### src/rtl/wnhs_pkg.sv
// Shared types, codes and defaults for the weighted next-hop select unit.
package wnhs_pkg;

    localparam int unsigned ENTRIES_DEFAULT       = 16;
    localparam int unsigned GRADIENT_BITS_DEFAULT = 16;
    localparam int unsigned RANDOM_BITS_DEFAULT   = 16;

    localparam int unsigned OPCODE_W = 2;
    localparam int unsigned STATUS_W = 2;
    localparam int unsigned INDEX_W  = 4;
    localparam int unsigned VALUE_W  = 16;

    localparam logic [OPCODE_W-1:0] OP_WRITE  = 2'd0;
    localparam logic [OPCODE_W-1:0] OP_REMOVE = 2'd1;
    localparam logic [OPCODE_W-1:0] OP_SELECT = 2'd2;

    localparam logic [STATUS_W-1:0] ST_WRITTEN = 2'd0;
    localparam logic [STATUS_W-1:0] ST_REMOVED = 2'd1;
    localparam logic [STATUS_W-1:0] ST_CHOSEN  = 2'd2;
    localparam logic [STATUS_W-1:0] ST_NONE    = 2'd3;

    typedef enum logic [2:0] {
        S_IDLE,
        S_SUM,
        S_LATCH,
        S_MUL,
        S_MATCH,
        S_FINISH
    } wnhs_state_t;

    typedef struct packed {
        logic wr_en;
        logic rm_en;
        logic match_mode;
        logic unit_weight;
    } cell_ctl_t;

endpackage

### src/rtl/wnhs_cell.sv
// One table entry of the chain: stores a gradient and valid bit, passes sums to the next cell.
module wnhs_cell #(
    parameter int unsigned ENTRIES       = wnhs_pkg::ENTRIES_DEFAULT,
    parameter int unsigned GRADIENT_BITS = wnhs_pkg::GRADIENT_BITS_DEFAULT,
    parameter int unsigned INDEX         = 0,
    localparam int unsigned AW = GRADIENT_BITS + $clog2(ENTRIES),
    localparam int unsigned CW = $clog2(ENTRIES + 1),
    localparam int unsigned IW = $clog2(ENTRIES)
) (
    input  logic                              clk,
    input  logic                              rst_n,
    input  wnhs_pkg::cell_ctl_t               ctl,
    input  logic [wnhs_pkg::INDEX_W-1:0]      entry_index,
    input  logic [wnhs_pkg::VALUE_W-1:0]      gradient_value,
    input  logic [AW-1:0]                     target,
    input  logic [AW-1:0]                     sum_in,
    input  logic [CW-1:0]                     cnt_in,
    input  logic                              hit_in,
    input  logic [IW-1:0]                     idx_in,
    output logic [AW-1:0]                     sum_out,
    output logic [CW-1:0]                     cnt_out,
    output logic                              hit_out,
    output logic [IW-1:0]                     idx_out
);
    import wnhs_pkg::*;

    localparam logic [IW-1:0] OWN_IDX = IW'(INDEX);

    logic [GRADIENT_BITS-1:0]          gradient_reg;
    logic                              valid_reg;
    logic [AW-1:0]                     sum_reg;
    logic [CW-1:0]                     cnt_reg;
    logic                              hit_reg;
    logic [IW-1:0]                     idx_reg;

    logic [VALUE_W+GRADIENT_BITS-1:0]  grad_ext;
    logic                              addressed;
    logic [AW-1:0]                     weight;
    logic [AW-1:0]                     sum_next;
    logic [CW-1:0]                     cnt_next;
    logic                              hit_next;
    logic [IW-1:0]                     idx_next;

    assign grad_ext  = {{GRADIENT_BITS{1'b0}}, gradient_value};
    assign addressed = ({{(32-INDEX_W){1'b0}}, entry_index} == 32'(INDEX));

    always_comb
    begin
        if (ctl.match_mode && ctl.unit_weight)
        begin
            weight = AW'(1);
        end
        else
        begin
            weight = AW'(gradient_reg);
        end
        sum_next = sum_in + (valid_reg ? weight : '0);
        cnt_next = cnt_in + CW'(valid_reg);
        hit_next = hit_in || (ctl.match_mode && valid_reg && (target < sum_next));
        idx_next = hit_in ? idx_in : OWN_IDX;
    end

    always_ff @(posedge clk)
    begin
        if (ctl.wr_en && addressed)
        begin
            gradient_reg <= grad_ext[GRADIENT_BITS-1:0];
        end
    end

    always_ff @(posedge clk or negedge rst_n)
    begin
        if (!rst_n)
        begin
            valid_reg <= 1'b0;
            sum_reg   <= '0;
            cnt_reg   <= '0;
            hit_reg   <= 1'b0;
            idx_reg   <= '0;
        end
        else
        begin
            if (ctl.wr_en && addressed)
            begin
                valid_reg <= 1'b1;
            end
            else if (ctl.rm_en && addressed)
            begin
                valid_reg <= 1'b0;
            end
            sum_reg <= sum_next;
            cnt_reg <= cnt_next;
            hit_reg <= hit_next;
            idx_reg <= idx_next;
        end
    end

    assign sum_out = sum_reg;
    assign cnt_out = cnt_reg;
    assign hit_out = hit_reg;
    assign idx_out = idx_reg;

endmodule

### src/rtl/wnhs_ctrl.sv
// Sequencer: handshake, chain passes, bit-serial scaling of the random value, result register.
module wnhs_ctrl #(
    parameter int unsigned ENTRIES       = wnhs_pkg::ENTRIES_DEFAULT,
    parameter int unsigned GRADIENT_BITS = wnhs_pkg::GRADIENT_BITS_DEFAULT,
    parameter int unsigned RANDOM_BITS   = wnhs_pkg::RANDOM_BITS_DEFAULT,
    localparam int unsigned AW = GRADIENT_BITS + $clog2(ENTRIES),
    localparam int unsigned CW = $clog2(ENTRIES + 1),
    localparam int unsigned IW = $clog2(ENTRIES)
) (
    input  logic                              clk,
    input  logic                              rst_n,
    input  logic                              in_valid,
    output logic                              in_stall,
    input  logic [wnhs_pkg::OPCODE_W-1:0]     opcode,
    input  logic [wnhs_pkg::VALUE_W-1:0]      random_fraction,
    output logic                              out_valid,
    input  logic                              out_stall,
    output logic [wnhs_pkg::STATUS_W-1:0]     status,
    output logic [wnhs_pkg::INDEX_W-1:0]      chosen_index,
    output wnhs_pkg::cell_ctl_t               ctl,
    output logic [AW-1:0]                     target,
    input  logic [AW-1:0]                     sum_tail,
    input  logic [CW-1:0]                     cnt_tail,
    input  logic                              hit_tail,
    input  logic [IW-1:0]                     idx_tail
);
    import wnhs_pkg::*;

    localparam int unsigned PW = AW + RANDOM_BITS;
    localparam int unsigned SPAN = (ENTRIES > RANDOM_BITS) ? ENTRIES : RANDOM_BITS;
    localparam int unsigned SW = $clog2(SPAN);
    localparam logic [SW-1:0] STEP_CHAIN = SW'(ENTRIES - 1);
    localparam logic [SW-1:0] STEP_MUL   = SW'(RANDOM_BITS - 1);

    wnhs_state_t                       state_reg, state_next;
    logic [SW-1:0]                     step_reg, step_next;
    logic [RANDOM_BITS-1:0]            rnd_reg, rnd_next;
    logic [AW-1:0]                     mult_reg, mult_next;
    logic [PW-1:0]                     prod_reg, prod_next;
    logic                              unit_reg, unit_next;
    logic                              none_reg, none_next;
    logic                              out_valid_reg, out_valid_next;
    logic [STATUS_W-1:0]               status_reg, status_next;
    logic [INDEX_W-1:0]                chosen_reg, chosen_next;

    logic [VALUE_W+RANDOM_BITS-1:0]    rnd_ext;
    logic [IW+INDEX_W-1:0]             idx_ext;
    logic                              out_free;
    logic                              accept;

    assign rnd_ext  = {{RANDOM_BITS{1'b0}}, random_fraction};
    assign idx_ext  = {{INDEX_W{1'b0}}, idx_tail};
    assign out_free = !out_valid_reg || !out_stall;
    assign accept   = in_valid && (state_reg == S_IDLE) && out_free;

    always_comb
    begin
        state_next     = state_reg;
        step_next      = step_reg;
        rnd_next       = rnd_reg;
        mult_next      = mult_reg;
        prod_next      = prod_reg;
        unit_next      = unit_reg;
        none_next      = none_reg;
        out_valid_next = out_valid_reg && out_stall;
        status_next    = status_reg;
        chosen_next    = chosen_reg;
        in_stall       = 1'b1;
        ctl            = '0;
        ctl.unit_weight = unit_reg;

        case (state_reg)
            S_IDLE:
            begin
                in_stall   = !out_free;
                ctl.wr_en  = accept && (opcode == OP_WRITE);
                ctl.rm_en  = accept && (opcode == OP_REMOVE);
                if (accept)
                begin
                    if (opcode[1])
                    begin
                        rnd_next   = rnd_ext[RANDOM_BITS-1:0];
                        step_next  = '0;
                        state_next = S_SUM;
                    end
                    else
                    begin
                        out_valid_next = 1'b1;
                        status_next    = (opcode == OP_WRITE) ? ST_WRITTEN : ST_REMOVED;
                        chosen_next    = '0;
                    end
                end
            end
            S_SUM:
            begin
                step_next = step_reg + SW'(1);
                if (step_reg == STEP_CHAIN)
                begin
                    step_next  = '0;
                    state_next = S_LATCH;
                end
            end
            S_LATCH:
            begin
                mult_next  = (sum_tail != '0) ? sum_tail : AW'(cnt_tail);
                unit_next  = (sum_tail == '0);
                none_next  = (cnt_tail == '0);
                prod_next  = '0;
                state_next = S_MUL;
            end
            S_MUL:
            begin
                prod_next = {prod_reg[PW-2:0], 1'b0}
                          + (rnd_reg[RANDOM_BITS-1] ? PW'(mult_reg) : '0);
                rnd_next  = {rnd_reg[RANDOM_BITS-2:0], 1'b0};
                step_next = step_reg + SW'(1);
                if (step_reg == STEP_MUL)
                begin
                    step_next  = '0;
                    state_next = S_MATCH;
                end
            end
            S_MATCH:
            begin
                ctl.match_mode = 1'b1;
                step_next      = step_reg + SW'(1);
                if (step_reg == STEP_CHAIN)
                begin
                    step_next  = '0;
                    state_next = S_FINISH;
                end
            end
            S_FINISH:
            begin
                ctl.match_mode = 1'b1;
                if (out_free)
                begin
                    out_valid_next = 1'b1;
                    if (!none_reg && hit_tail)
                    begin
                        status_next = ST_CHOSEN;
                        chosen_next = idx_ext[INDEX_W-1:0];
                    end
                    else
                    begin
                        status_next = ST_NONE;
                        chosen_next = '0;
                    end
                    state_next = S_IDLE;
                end
            end
            default:
            begin
                state_next = S_IDLE;
            end
        endcase
    end

    always_ff @(posedge clk or negedge rst_n)
    begin
        if (!rst_n)
        begin
            state_reg     <= S_IDLE;
            step_reg      <= '0;
            out_valid_reg <= 1'b0;
        end
        else
        begin
            state_reg     <= state_next;
            step_reg      <= step_next;
            out_valid_reg <= out_valid_next;
        end
    end

    always_ff @(posedge clk)
    begin
        rnd_reg    <= rnd_next;
        mult_reg   <= mult_next;
        prod_reg   <= prod_next;
        unit_reg   <= unit_next;
        none_reg   <= none_next;
        status_reg <= status_next;
        chosen_reg <= chosen_next;
    end

    assign target       = prod_reg[PW-1:RANDOM_BITS];
    assign out_valid    = out_valid_reg;
    assign status       = status_reg;
    assign chosen_index = chosen_reg;

endmodule

### src/rtl/weighted_next_hop_select_unit.sv
// Top level of the weighted next-hop select unit: sequencer plus a chain of entry cells.
//
// Input channel (in_valid / in_stall) carries one item per transfer: opcode,
// entry_index, gradient_value, random_fraction. Output channel (out_valid /
// out_stall) returns one status / chosen_index transfer per item.
// Write and remove update the addressed cell at the input transfer and
// present their result in the next cycle.
// Select goes from input transfer to result through one pass down the
// cell chain to sum the valid gradients, a shift-add multiplier to scale
// the random value and one more pass down the chain to find the matching
// range.
// One item is in work at a time; the next input transfer is taken once the
// result register is free or being emptied: every cycle after a write or
// remove, and after a select once its result has been registered.
// Reset clears every valid mark and the result valid flag; gradients,
// status and chosen index are not cleared. While the receiver stalls, the
// result holds and no new input is taken.
module weighted_next_hop_select_unit #(
    parameter int unsigned ENTRIES       = wnhs_pkg::ENTRIES_DEFAULT,
    parameter int unsigned GRADIENT_BITS = wnhs_pkg::GRADIENT_BITS_DEFAULT,
    parameter int unsigned RANDOM_BITS   = wnhs_pkg::RANDOM_BITS_DEFAULT
) (
    input  logic                              clk,
    input  logic                              rst_n,
    input  logic                              in_valid,
    output logic                              in_stall,
    input  logic [wnhs_pkg::OPCODE_W-1:0]     opcode,
    input  logic [wnhs_pkg::INDEX_W-1:0]      entry_index,
    input  logic [wnhs_pkg::VALUE_W-1:0]      gradient_value,
    input  logic [wnhs_pkg::VALUE_W-1:0]      random_fraction,
    output logic                              out_valid,
    input  logic                              out_stall,
    output logic [wnhs_pkg::STATUS_W-1:0]     status,
    output logic [wnhs_pkg::INDEX_W-1:0]      chosen_index
);
    import wnhs_pkg::*;

    localparam int unsigned AW = GRADIENT_BITS + $clog2(ENTRIES);
    localparam int unsigned CW = $clog2(ENTRIES + 1);
    localparam int unsigned IW = $clog2(ENTRIES);

    cell_ctl_t          ctl;
    logic [AW-1:0]      target;
    logic [AW-1:0]      sum_link [0:ENTRIES];
    logic [CW-1:0]      cnt_link [0:ENTRIES];
    logic               hit_link [0:ENTRIES];
    logic [IW-1:0]      idx_link [0:ENTRIES];

    assign sum_link[0] = '0;
    assign cnt_link[0] = '0;
    assign hit_link[0] = 1'b0;
    assign idx_link[0] = '0;

    for (genvar i = 0; i < ENTRIES; i++)
    begin : g_cell
        wnhs_cell #(
            .ENTRIES       (ENTRIES),
            .GRADIENT_BITS (GRADIENT_BITS),
            .INDEX         (i)
        ) u_cell (
            .clk            (clk),
            .rst_n          (rst_n),
            .ctl            (ctl),
            .entry_index    (entry_index),
            .gradient_value (gradient_value),
            .target         (target),
            .sum_in         (sum_link[i]),
            .cnt_in         (cnt_link[i]),
            .hit_in         (hit_link[i]),
            .idx_in         (idx_link[i]),
            .sum_out        (sum_link[i+1]),
            .cnt_out        (cnt_link[i+1]),
            .hit_out        (hit_link[i+1]),
            .idx_out        (idx_link[i+1])
        );
    end

    wnhs_ctrl #(
        .ENTRIES       (ENTRIES),
        .GRADIENT_BITS (GRADIENT_BITS),
        .RANDOM_BITS   (RANDOM_BITS)
    ) u_ctrl (
        .clk             (clk),
        .rst_n           (rst_n),
        .in_valid        (in_valid),
        .in_stall        (in_stall),
        .opcode          (opcode),
        .random_fraction (random_fraction),
        .out_valid       (out_valid),
        .out_stall       (out_stall),
        .status          (status),
        .chosen_index    (chosen_index),
        .ctl             (ctl),
        .target          (target),
        .sum_tail        (sum_link[ENTRIES]),
        .cnt_tail        (cnt_link[ENTRIES]),
        .hit_tail        (hit_link[ENTRIES]),
        .idx_tail        (idx_link[ENTRIES])
    );

    a_chosen_zero: assert property (@(posedge clk) disable iff (!rst_n)
        out_valid && (status != ST_CHOSEN) |-> (chosen_index == '0))
        else $error("chosen_index nonzero without a chosen neighbor");

    a_select_busy: assert property (@(posedge clk) disable iff (!rst_n)
        in_valid && !in_stall && opcode[1] |=> in_stall && !ctl.wr_en && !ctl.rm_en)
        else $error("input taken while a select is in work");

    a_update_result: assert property (@(posedge clk) disable iff (!rst_n)
        in_valid && !in_stall && !opcode[1] |=> out_valid
            && (status == ST_WRITTEN || status == ST_REMOVED))
        else $error("write or remove gave no result in the next cycle");

endmodule
### config.mk
export PLATFORM = sky130hd
export DESIGN_NAME = weighted_next_hop_select_unit
export DESIGN_NICKNAME = d
export VERILOG_FILES = /design/src/rtl/wnhs_pkg.sv /design/src/rtl/wnhs_cell.sv /design/src/rtl/wnhs_ctrl.sv /design/src/rtl/weighted_next_hop_select_unit.sv
export SDC_FILE = /design/constraint.sdc
export NUM_CORES = 2
export LEC_CHECK = 0
export BUFFER_PORTS_ARGS = -buffer_cell sky130_fd_sc_hd__buf_4
export CAP_MARGIN = 20
export CORE_MARGIN = 2
export CORE_UTILIZATION = 42
export CTS_BUF_LIST = sky130_fd_sc_hd__clkbuf_8
export DETAILED_ROUTE_END_ITERATION = 7
export SLEW_MARGIN = 25
export SYNTH_ARGS = -nofsm -noshare
export SYNTH_HDL_FRONTEND = slang
export SYNTH_SLANG_ARGS = --single-unit
### constraint.sdc
create_clock -name clk -period 3.9 [get_ports clk]
set_input_delay 0.195 -clock clk [delete_from_list [all_inputs] [get_ports clk]]
set_output_delay 0.195 -clock clk [all_outputs]
set_load 0.03 [all_outputs]
## Word level (Yosys, flattened, before mapping)

Cells that the tools add are included.

- Register bits after elaboration: 832
- Output and inout bits: 8

- Add/subtract/negate cells: 32
- $lt $le $gt $ge: 16
- Eq/ne operators: 29
- Mux-type cells: 114
- Reductions and logical operators: 123

Operators by type and width:

| cell | count |
|---|---|
| $mux 16 | 34 |
| $lt 20x20->1 | 16 |
| $add 20x20->20 | 15 |
| $mux 4 | 21 |
| $pmux 36 s2 | 1 |
| $logic_and 1x1->1 | 71 |
| $add 5x1->5 | 14 |
| $mux 1 | 40 |
| $reduce_bool 2->1 | 20 |
| $add 36x36->36 | 1 |
| $eq 4x4->1 const B | 9 |
| $pmux 16 s2 | 1 |
| $logic_not 20->1 | 1 |
| $mux 20 | 1 |
| $reduce_bool 20->1 | 1 |
| $mux 3 | 6 |
| $pmux 3 s6 | 1 |
| $eq 4x3->1 const B | 4 |
| $logic_or 1x1->1 | 16 |
| $pmux 4 s2 | 2 |
| $ne 2x1->1 const B | 5 |
| $eq 4x2->1 const B | 2 |
| $mux 2 | 4 |
| $eq 3x2->1 const B | 2 |
| 20 further kinds | 26 |

## Depth between registers and ports, before layout

- Depth in word-level cells: 10
- Mapped depth: 23
- Mapped depth without buffers: 21

## By module

A second synthesis with hierarchy kept.

- Cell total of the unflattened synthesis: 4906
- Area total of the unflattened synthesis: 52041.2 µm²

Modules (own cells, without submodules):

| module | times used | cells each | area an instance (µm²) | sequential area each (µm²) |
|---|---|---|---|---|
| wnhs_cell (g_cell[11].u_cell ...) | 4 | 273 | 2936.6 | 1256.2 |
| wnhs_cell (g_cell[1].u_cell ...) | 3 | 273 | 2935.3 | 1256.2 |
| wnhs_cell (g_cell[12].u_cell ...) | 2 | 274 | 2935.3 | 1256.2 |
| wnhs_ctrl | 1 | 516 | 5117.4 | 2602.5 |
| wnhs_cell (g_cell[8].u_cell) | 1 | 276 | 3016.6 | 1256.2 |
| wnhs_cell (g_cell[10].u_cell) | 1 | 282 | 2921.6 | 1256.2 |
| wnhs_cell (g_cell[13].u_cell) | 1 | 273 | 2920.3 | 1256.2 |
| wnhs_cell (g_cell[14].u_cell) | 1 | 281 | 2920.3 | 1256.2 |
| wnhs_cell (g_cell[15].u_cell) | 1 | 281 | 2919.0 | 1256.2 |
| wnhs_cell (g_cell[0].u_cell) | 1 | 281 | 2916.5 | 1256.2 |
| wnhs_cell (g_cell[9].u_cell) | 1 | 256 | 2882.8 | 1256.2 |
| weighted_next_hop_select_unit | 1 | 1 | 3.8 | 0.0 |

## Worst setup path after synthesis

Ideal clock, no wire load.

- Path type: reg-to-reg
- Start: register u_ctrl.state_reg[2]
- End: register g_cell[12].u_cell.hit_reg
- Setup time: 0.082 ns
- Arrival: 4.232 ns
- Data required time: 3.818 ns
- Slack: -0.414 ns
- Cell stages (with the launch flop): 24
- Clock period less this slack: 4.314 ns
- Cell sequence: dfrtp_1 > inv_1 > nor2_1 > nand2_1 > clkbuf_1 > clkbuf_1 > nand3_1 > inv_1 > ha_1 > a21o_1 > a21oi_2 > o21ai_1 > a31o_1 > o41ai_2 > mux2_1 > and3_1 > ha_1 > a21oi_1 > nor2b_1 > o21ai_0 > and4b_1 > o21a_1 > o21ai_0 > a31oi_1

- Cells in the longest elaborated chain, start to end: 10

RTL lines:

| element | line | RTL |
|---|---|---|
| start, declared | wnhs_ctrl.sv:35 | `wnhs_state_t state_reg, state_next;` |
| start signal, assigned | wnhs_ctrl.sv:169 | `state_reg <= state_next;` |
| $eq 3x3->1 | wnhs_ctrl.sv:72 | `case (state_reg)` |
| $reduce_or 2->1 (no source line) (*) | -- |  |
| $mux 1 (*) | wnhs_ctrl.sv:72 |  |
| $logic_and 1x1->1 | wnhs_cell.sv:49 | `if (ctl.match_mode && ctl.unit_weight)` |
| $mux 16 | wnhs_cell.sv:49 |  |
| $mux 16 | wnhs_cell.sv:57 | `sum_next = sum_in + (valid_reg ? weight : '0);` |
| $add 20x20->20 | wnhs_cell.sv:57 |  |
| $lt 20x20->1 | wnhs_cell.sv:59 | `hit_next = hit_in \|\| (ctl.match_mode && valid_reg && (target < sum_next));` |
| $logic_and 1x1->1 (*) | wnhs_cell.sv:59 |  |
| $logic_or 1x1->1 (*) | wnhs_cell.sv:59 |  |
| via g_cell[12].u_cell.hit_next | wnhs_cell.sv:41 | `logic hit_next;` |
| end signal, assigned | wnhs_cell.sv:93 | `hit_reg <= hit_next;` |
| end, declared | wnhs_cell.sv:33 | `logic hit_reg;` |

The timed path passes the listed nets; every way through them passes the cells marked *.
A chain may end at the register's enable or synchronous reset.

## Final worst setup path

- Start: register u_ctrl.state_reg[2]
- End: register g_cell[2].u_cell.hit_reg

- Cells in the longest elaborated chain, start to end: 10

RTL lines:

| element | line |
|---|---|
| $eq 3x3->1 | wnhs_ctrl.sv:72 |
| $reduce_or 2->1 (no source line) (*) | -- |
| $mux 1 (*) | wnhs_ctrl.sv:72 |
| $logic_and 1x1->1 | wnhs_cell.sv:49 |
| $mux 16 | wnhs_cell.sv:49 |
| $mux 16 | wnhs_cell.sv:57 |
| $add 20x20->20 | wnhs_cell.sv:57 |
| $lt 20x20->1 | wnhs_cell.sv:59 |
| $logic_and 1x1->1 (*) | wnhs_cell.sv:59 |
| $logic_or 1x1->1 (*) | wnhs_cell.sv:59 |
| via g_cell[2].u_cell.hit_next | wnhs_cell.sv:41 |
| end signal, assigned | wnhs_cell.sv:93 |
| end, declared | wnhs_cell.sv:33 |

Marks and branches as above.

==> run_results.csv <==
group,metric,value,unit
critical_path,worst_ep_required_time,4650,ps
synth,synth-main-ff-cell,"dfrtp_1",
grt,grt_use_total,23.8,%
critical_path,cp_max_fo,8,
critical_path,crit_path_end_kind,"flip-flop",
grt,met2_usage,41.3,%
power_and_ir_drop,p_per_area,788,nW/um^2
detailed_routing,avgRoutedWirePerCell,20.3,um
clocking,clock_latency,820,ps
detailed_routing,postRouteAntennaNets,0,
die,die_x,340,um
place,place_inst,6504,
layout,syn_to_final_growth,26.6,%
sta,fin_ws,-313,ps
layout,drive_gt1_share,24.4,%
synth,synth_edf_count,336,
sta,fmax,237,MHz
grt,grt_overflow,0,
grt,grtUsageMet1,30.5,%
synth,synthArstFlopShare,58.3,%
layout,fin_cells,6885,
critical_path,cp_slowest_cell,"dfrtp_1",
detailed_routing,viasPerCell,5.35,
synth,synth.distinct_cells,97,
layout,nets,5897,
sta,relSlewSlack,37.9,%
detailed_routing,num_vias,36800,
layout,fin_area,60100,um^2
synth,netlist_area,47500,um^2
run_status,outcome,"complete, but fails checks",
min_path,hold_class,"input pin to asynchronous set/reset pin",
clocking,cts.path.max_buffers,3,
critical_path,worstSetupStartpointType,"flip-flop",
synth,syn_inst,4404,
place,place_congestion,0.885,
synth,synth_area_per_cell,10.8,um^2
place,placed_area,54700,um^2
detailed_routing,drc,0,
detailed_routing,drtIter0Drc,2260,
die,core.rowCount,123,
grt,use_met3,3.43,%
sta,finalCritPeriodShare,108,%
place,dp_hpwl,96.7,mm
flow_run,cap_violations,0,
clocking,cts-root-buf,"clkbuf_8",
layout,fillers,10000,
clocking,cts_made_buffers,140,
power_and_ir_drop,p_leak,28.8,nW
synth,ys_ff_latch,805,
die,dieHeight,340,um
grt,grt_pass1_vias,36600,
sta,final-max-slew-violation-count,0,
critical_path,cp_slowest_stage_delay,380,ps
die,die_area,116000,um^2
detailed_routing,drt_pass1_iterations,5,
grt,grt_max_degree,97,
grt,grt_pass1_wl,212,mm
sta,min_period,4210,ps
grt,antenna_found_initial,9,
power_and_ir_drop,ir_drop,0.000363,V
run_status,violations,"hold timing, setup timing",
synth,synth_nets,5045,
clocking,cts_tree,"done",
critical_path,crit_arrival,4960,ps
die,core_area,112000,um^2
sta,setup_violations,14,
clocking,path_clk_slew,60,ps
synth,synth-seq-area-share,45.9,%
sta,rsz0062_at_grt,"true",
sta,fin_worst_hold_slack,-16.5,ps
detailed_routing,wl,140,mm
sta,worst_slew_pin_slew,931,ps
place,port_buffers,49,
synth,yosys_warnings,0,
clocking,h-tree-depth,4,
grt,busiest_layer,"met2",
die,initial_core_util,42.3,%
sta,timing_hold_violations_final,6,
layout,largest_register_ffs,310,
critical_path,path_cells,"inv_2 -> nor2_4 -> nand2_8 -> buf_12 -> buf_16 -> buf_12 -> and3_1 -> ha_2 -> buf_6 -> nor4_4 -> o211ai_1 -> a31oi_1 -> buf_4 -> nand2b_1 -> a21oi_2 -> xor2_1 -> ha_1 -> a21o_1 -> a21oi_2 -> nor2b_2 -> a2111oi_4 -> a211o_1",
sta,clock-skew-final,31.4,ps
critical_path,crit_type,"flip-flop to flip-flop",
clocking,clock-sinks,805,
die,io_pins,50,
==> report_power, final <==
group	switching (mW)	internal (mW)	total, mW
registers	1.72	11.2	12.9
logic	14.0	12.8	26.7
clock network	3.66	4.05	7.71
==> cells by family (layout without fill, tap and decap cells) <==
group	after synthesis	after routing	synth area share, %
flops	805	805	45.9
fa+ha+maj	599	599	16.0
mux	25	25	0.548
simple gates	1176	1176	13.1
xor+xnor	359	359	6.62
compound gates	1036	1036	14.6
other cells	0	10	0
buf+inv	404	1375	3.23
==> path summary, 6_finish.rpt <==
kind / endpoint / slack [ps] / from / cells past startpoint
max reg2reg: g_cell[2].u_cell.hit_out / -310 / u_ctrl.state_reg[2] / 22
min in group clk: u_ctrl.rnd_reg[12] / 210 / random_fraction[12] / 4
max: g_cell[2].u_cell.hit_out / -310 / u_ctrl.state_reg[2] / 22
min reg2reg: g_cell[15].u_cell.idx_out[3] / 420 / g_cell[14].u_cell.idx_out[3] / 1
min: g_cell[5].u_cell.sum_out[17] / -20 / rst_n / 2
max in group asynchronous: g_cell[14].u_cell.idx_out[2] / 2780 / rst_n / 3
==> through the flow <==
step           TNS [ps]  power, mW  utilization (%)  setup WS [ps]
2_1_floorplan     -97.3       27.7                -          -47.5
3_3_place_gp      -3730       37.3             48.7           -380
3_5_place_dp      -4920       37.9             48.7           -449
4_1_cts           -2300       46.7             52.5           -263
5_1_grt           -5750       51.2             53.5           -544
6_report          -2670       47.4             53.5           -313
==> worst max-delay path: cells and delay by family (launching register included) <==
family,cells,cell delay (ps)
AND/OR/NAND/NOR,6,820
AO/OA/AOI/OAI,7,1490
XOR/XNOR,1,170
adder cells (fa/ha/maj),2,450
buffers and inverters,6,790
flip-flops,1,380
==> synth_stat cells, drive strengths merged (91+ instances only) <==
library cell	instances	area [um^2]
ha	583	7290
dfrtp	469	11700
edfxtp	336	10100
a21oi	301	1530
inv	291	1090
and3	255	1600
nand2	230	863
xnor2	210	1840
nor2	197	739
a21o	188	1420
o21ai	178	891
xor2	149	1310
clkbuf	102	383
nand3	91	455
==> area by class of cell <==
class | count | area [um^2] | share of cell area (%)
tap | 1500 | 1880 | 3.12
sequential | 805 | 21800 | 36.3
clock buffer | 156 | 2150 | 3.57
antenna | 10 | 25.0 | 0.0416
inverter | 291 | 1090 | 1.82
timing repair buffer | 823 | 6690 | 11.1
clock inverter | 105 | 642 | 1.07
multi-input combinational | 3195 | 25800 | 43.0
==> per-layer routing <==
| layer | wire, um | part of all wire, % |
|---|---|---|
| met1 | 59700 | 43 |
| met5 | 36 | 0.026 |
| met2 | 68900 | 49 |
| met4 | 4180 | 3.0 |
| met3 | 6820 | 4.9 |
==> layout by cell type, fill, tap and decap left out, types with 54 or more instances in the layout <==
master    count
a21oi_1     228
xnor2_1     205
buf_4       739
a21oi_2      70
o21ai_0     116
clkbuf_8    156
nand2b_1     89
ha_1        535
edfxtp_1    336
dfrtp_1     469
nand2_1     226
nor2b_1      54
nand3_1      86
xor2_1      143
a21o_1      185
and2_1       61
inv_1       338
nor2_1      189
o21a_1       77
and3_1      230
==> what timing repair did <==
item	CTS	global route
hold buffers	46	0
hold endpoints to repair	482	0
setup buffers	37	24
pin swaps	93	104
resized for setup	173	183
gates cloned	2	1
endpoints found under the setup margin	15	15
Power figures use the tool's default switching activity.
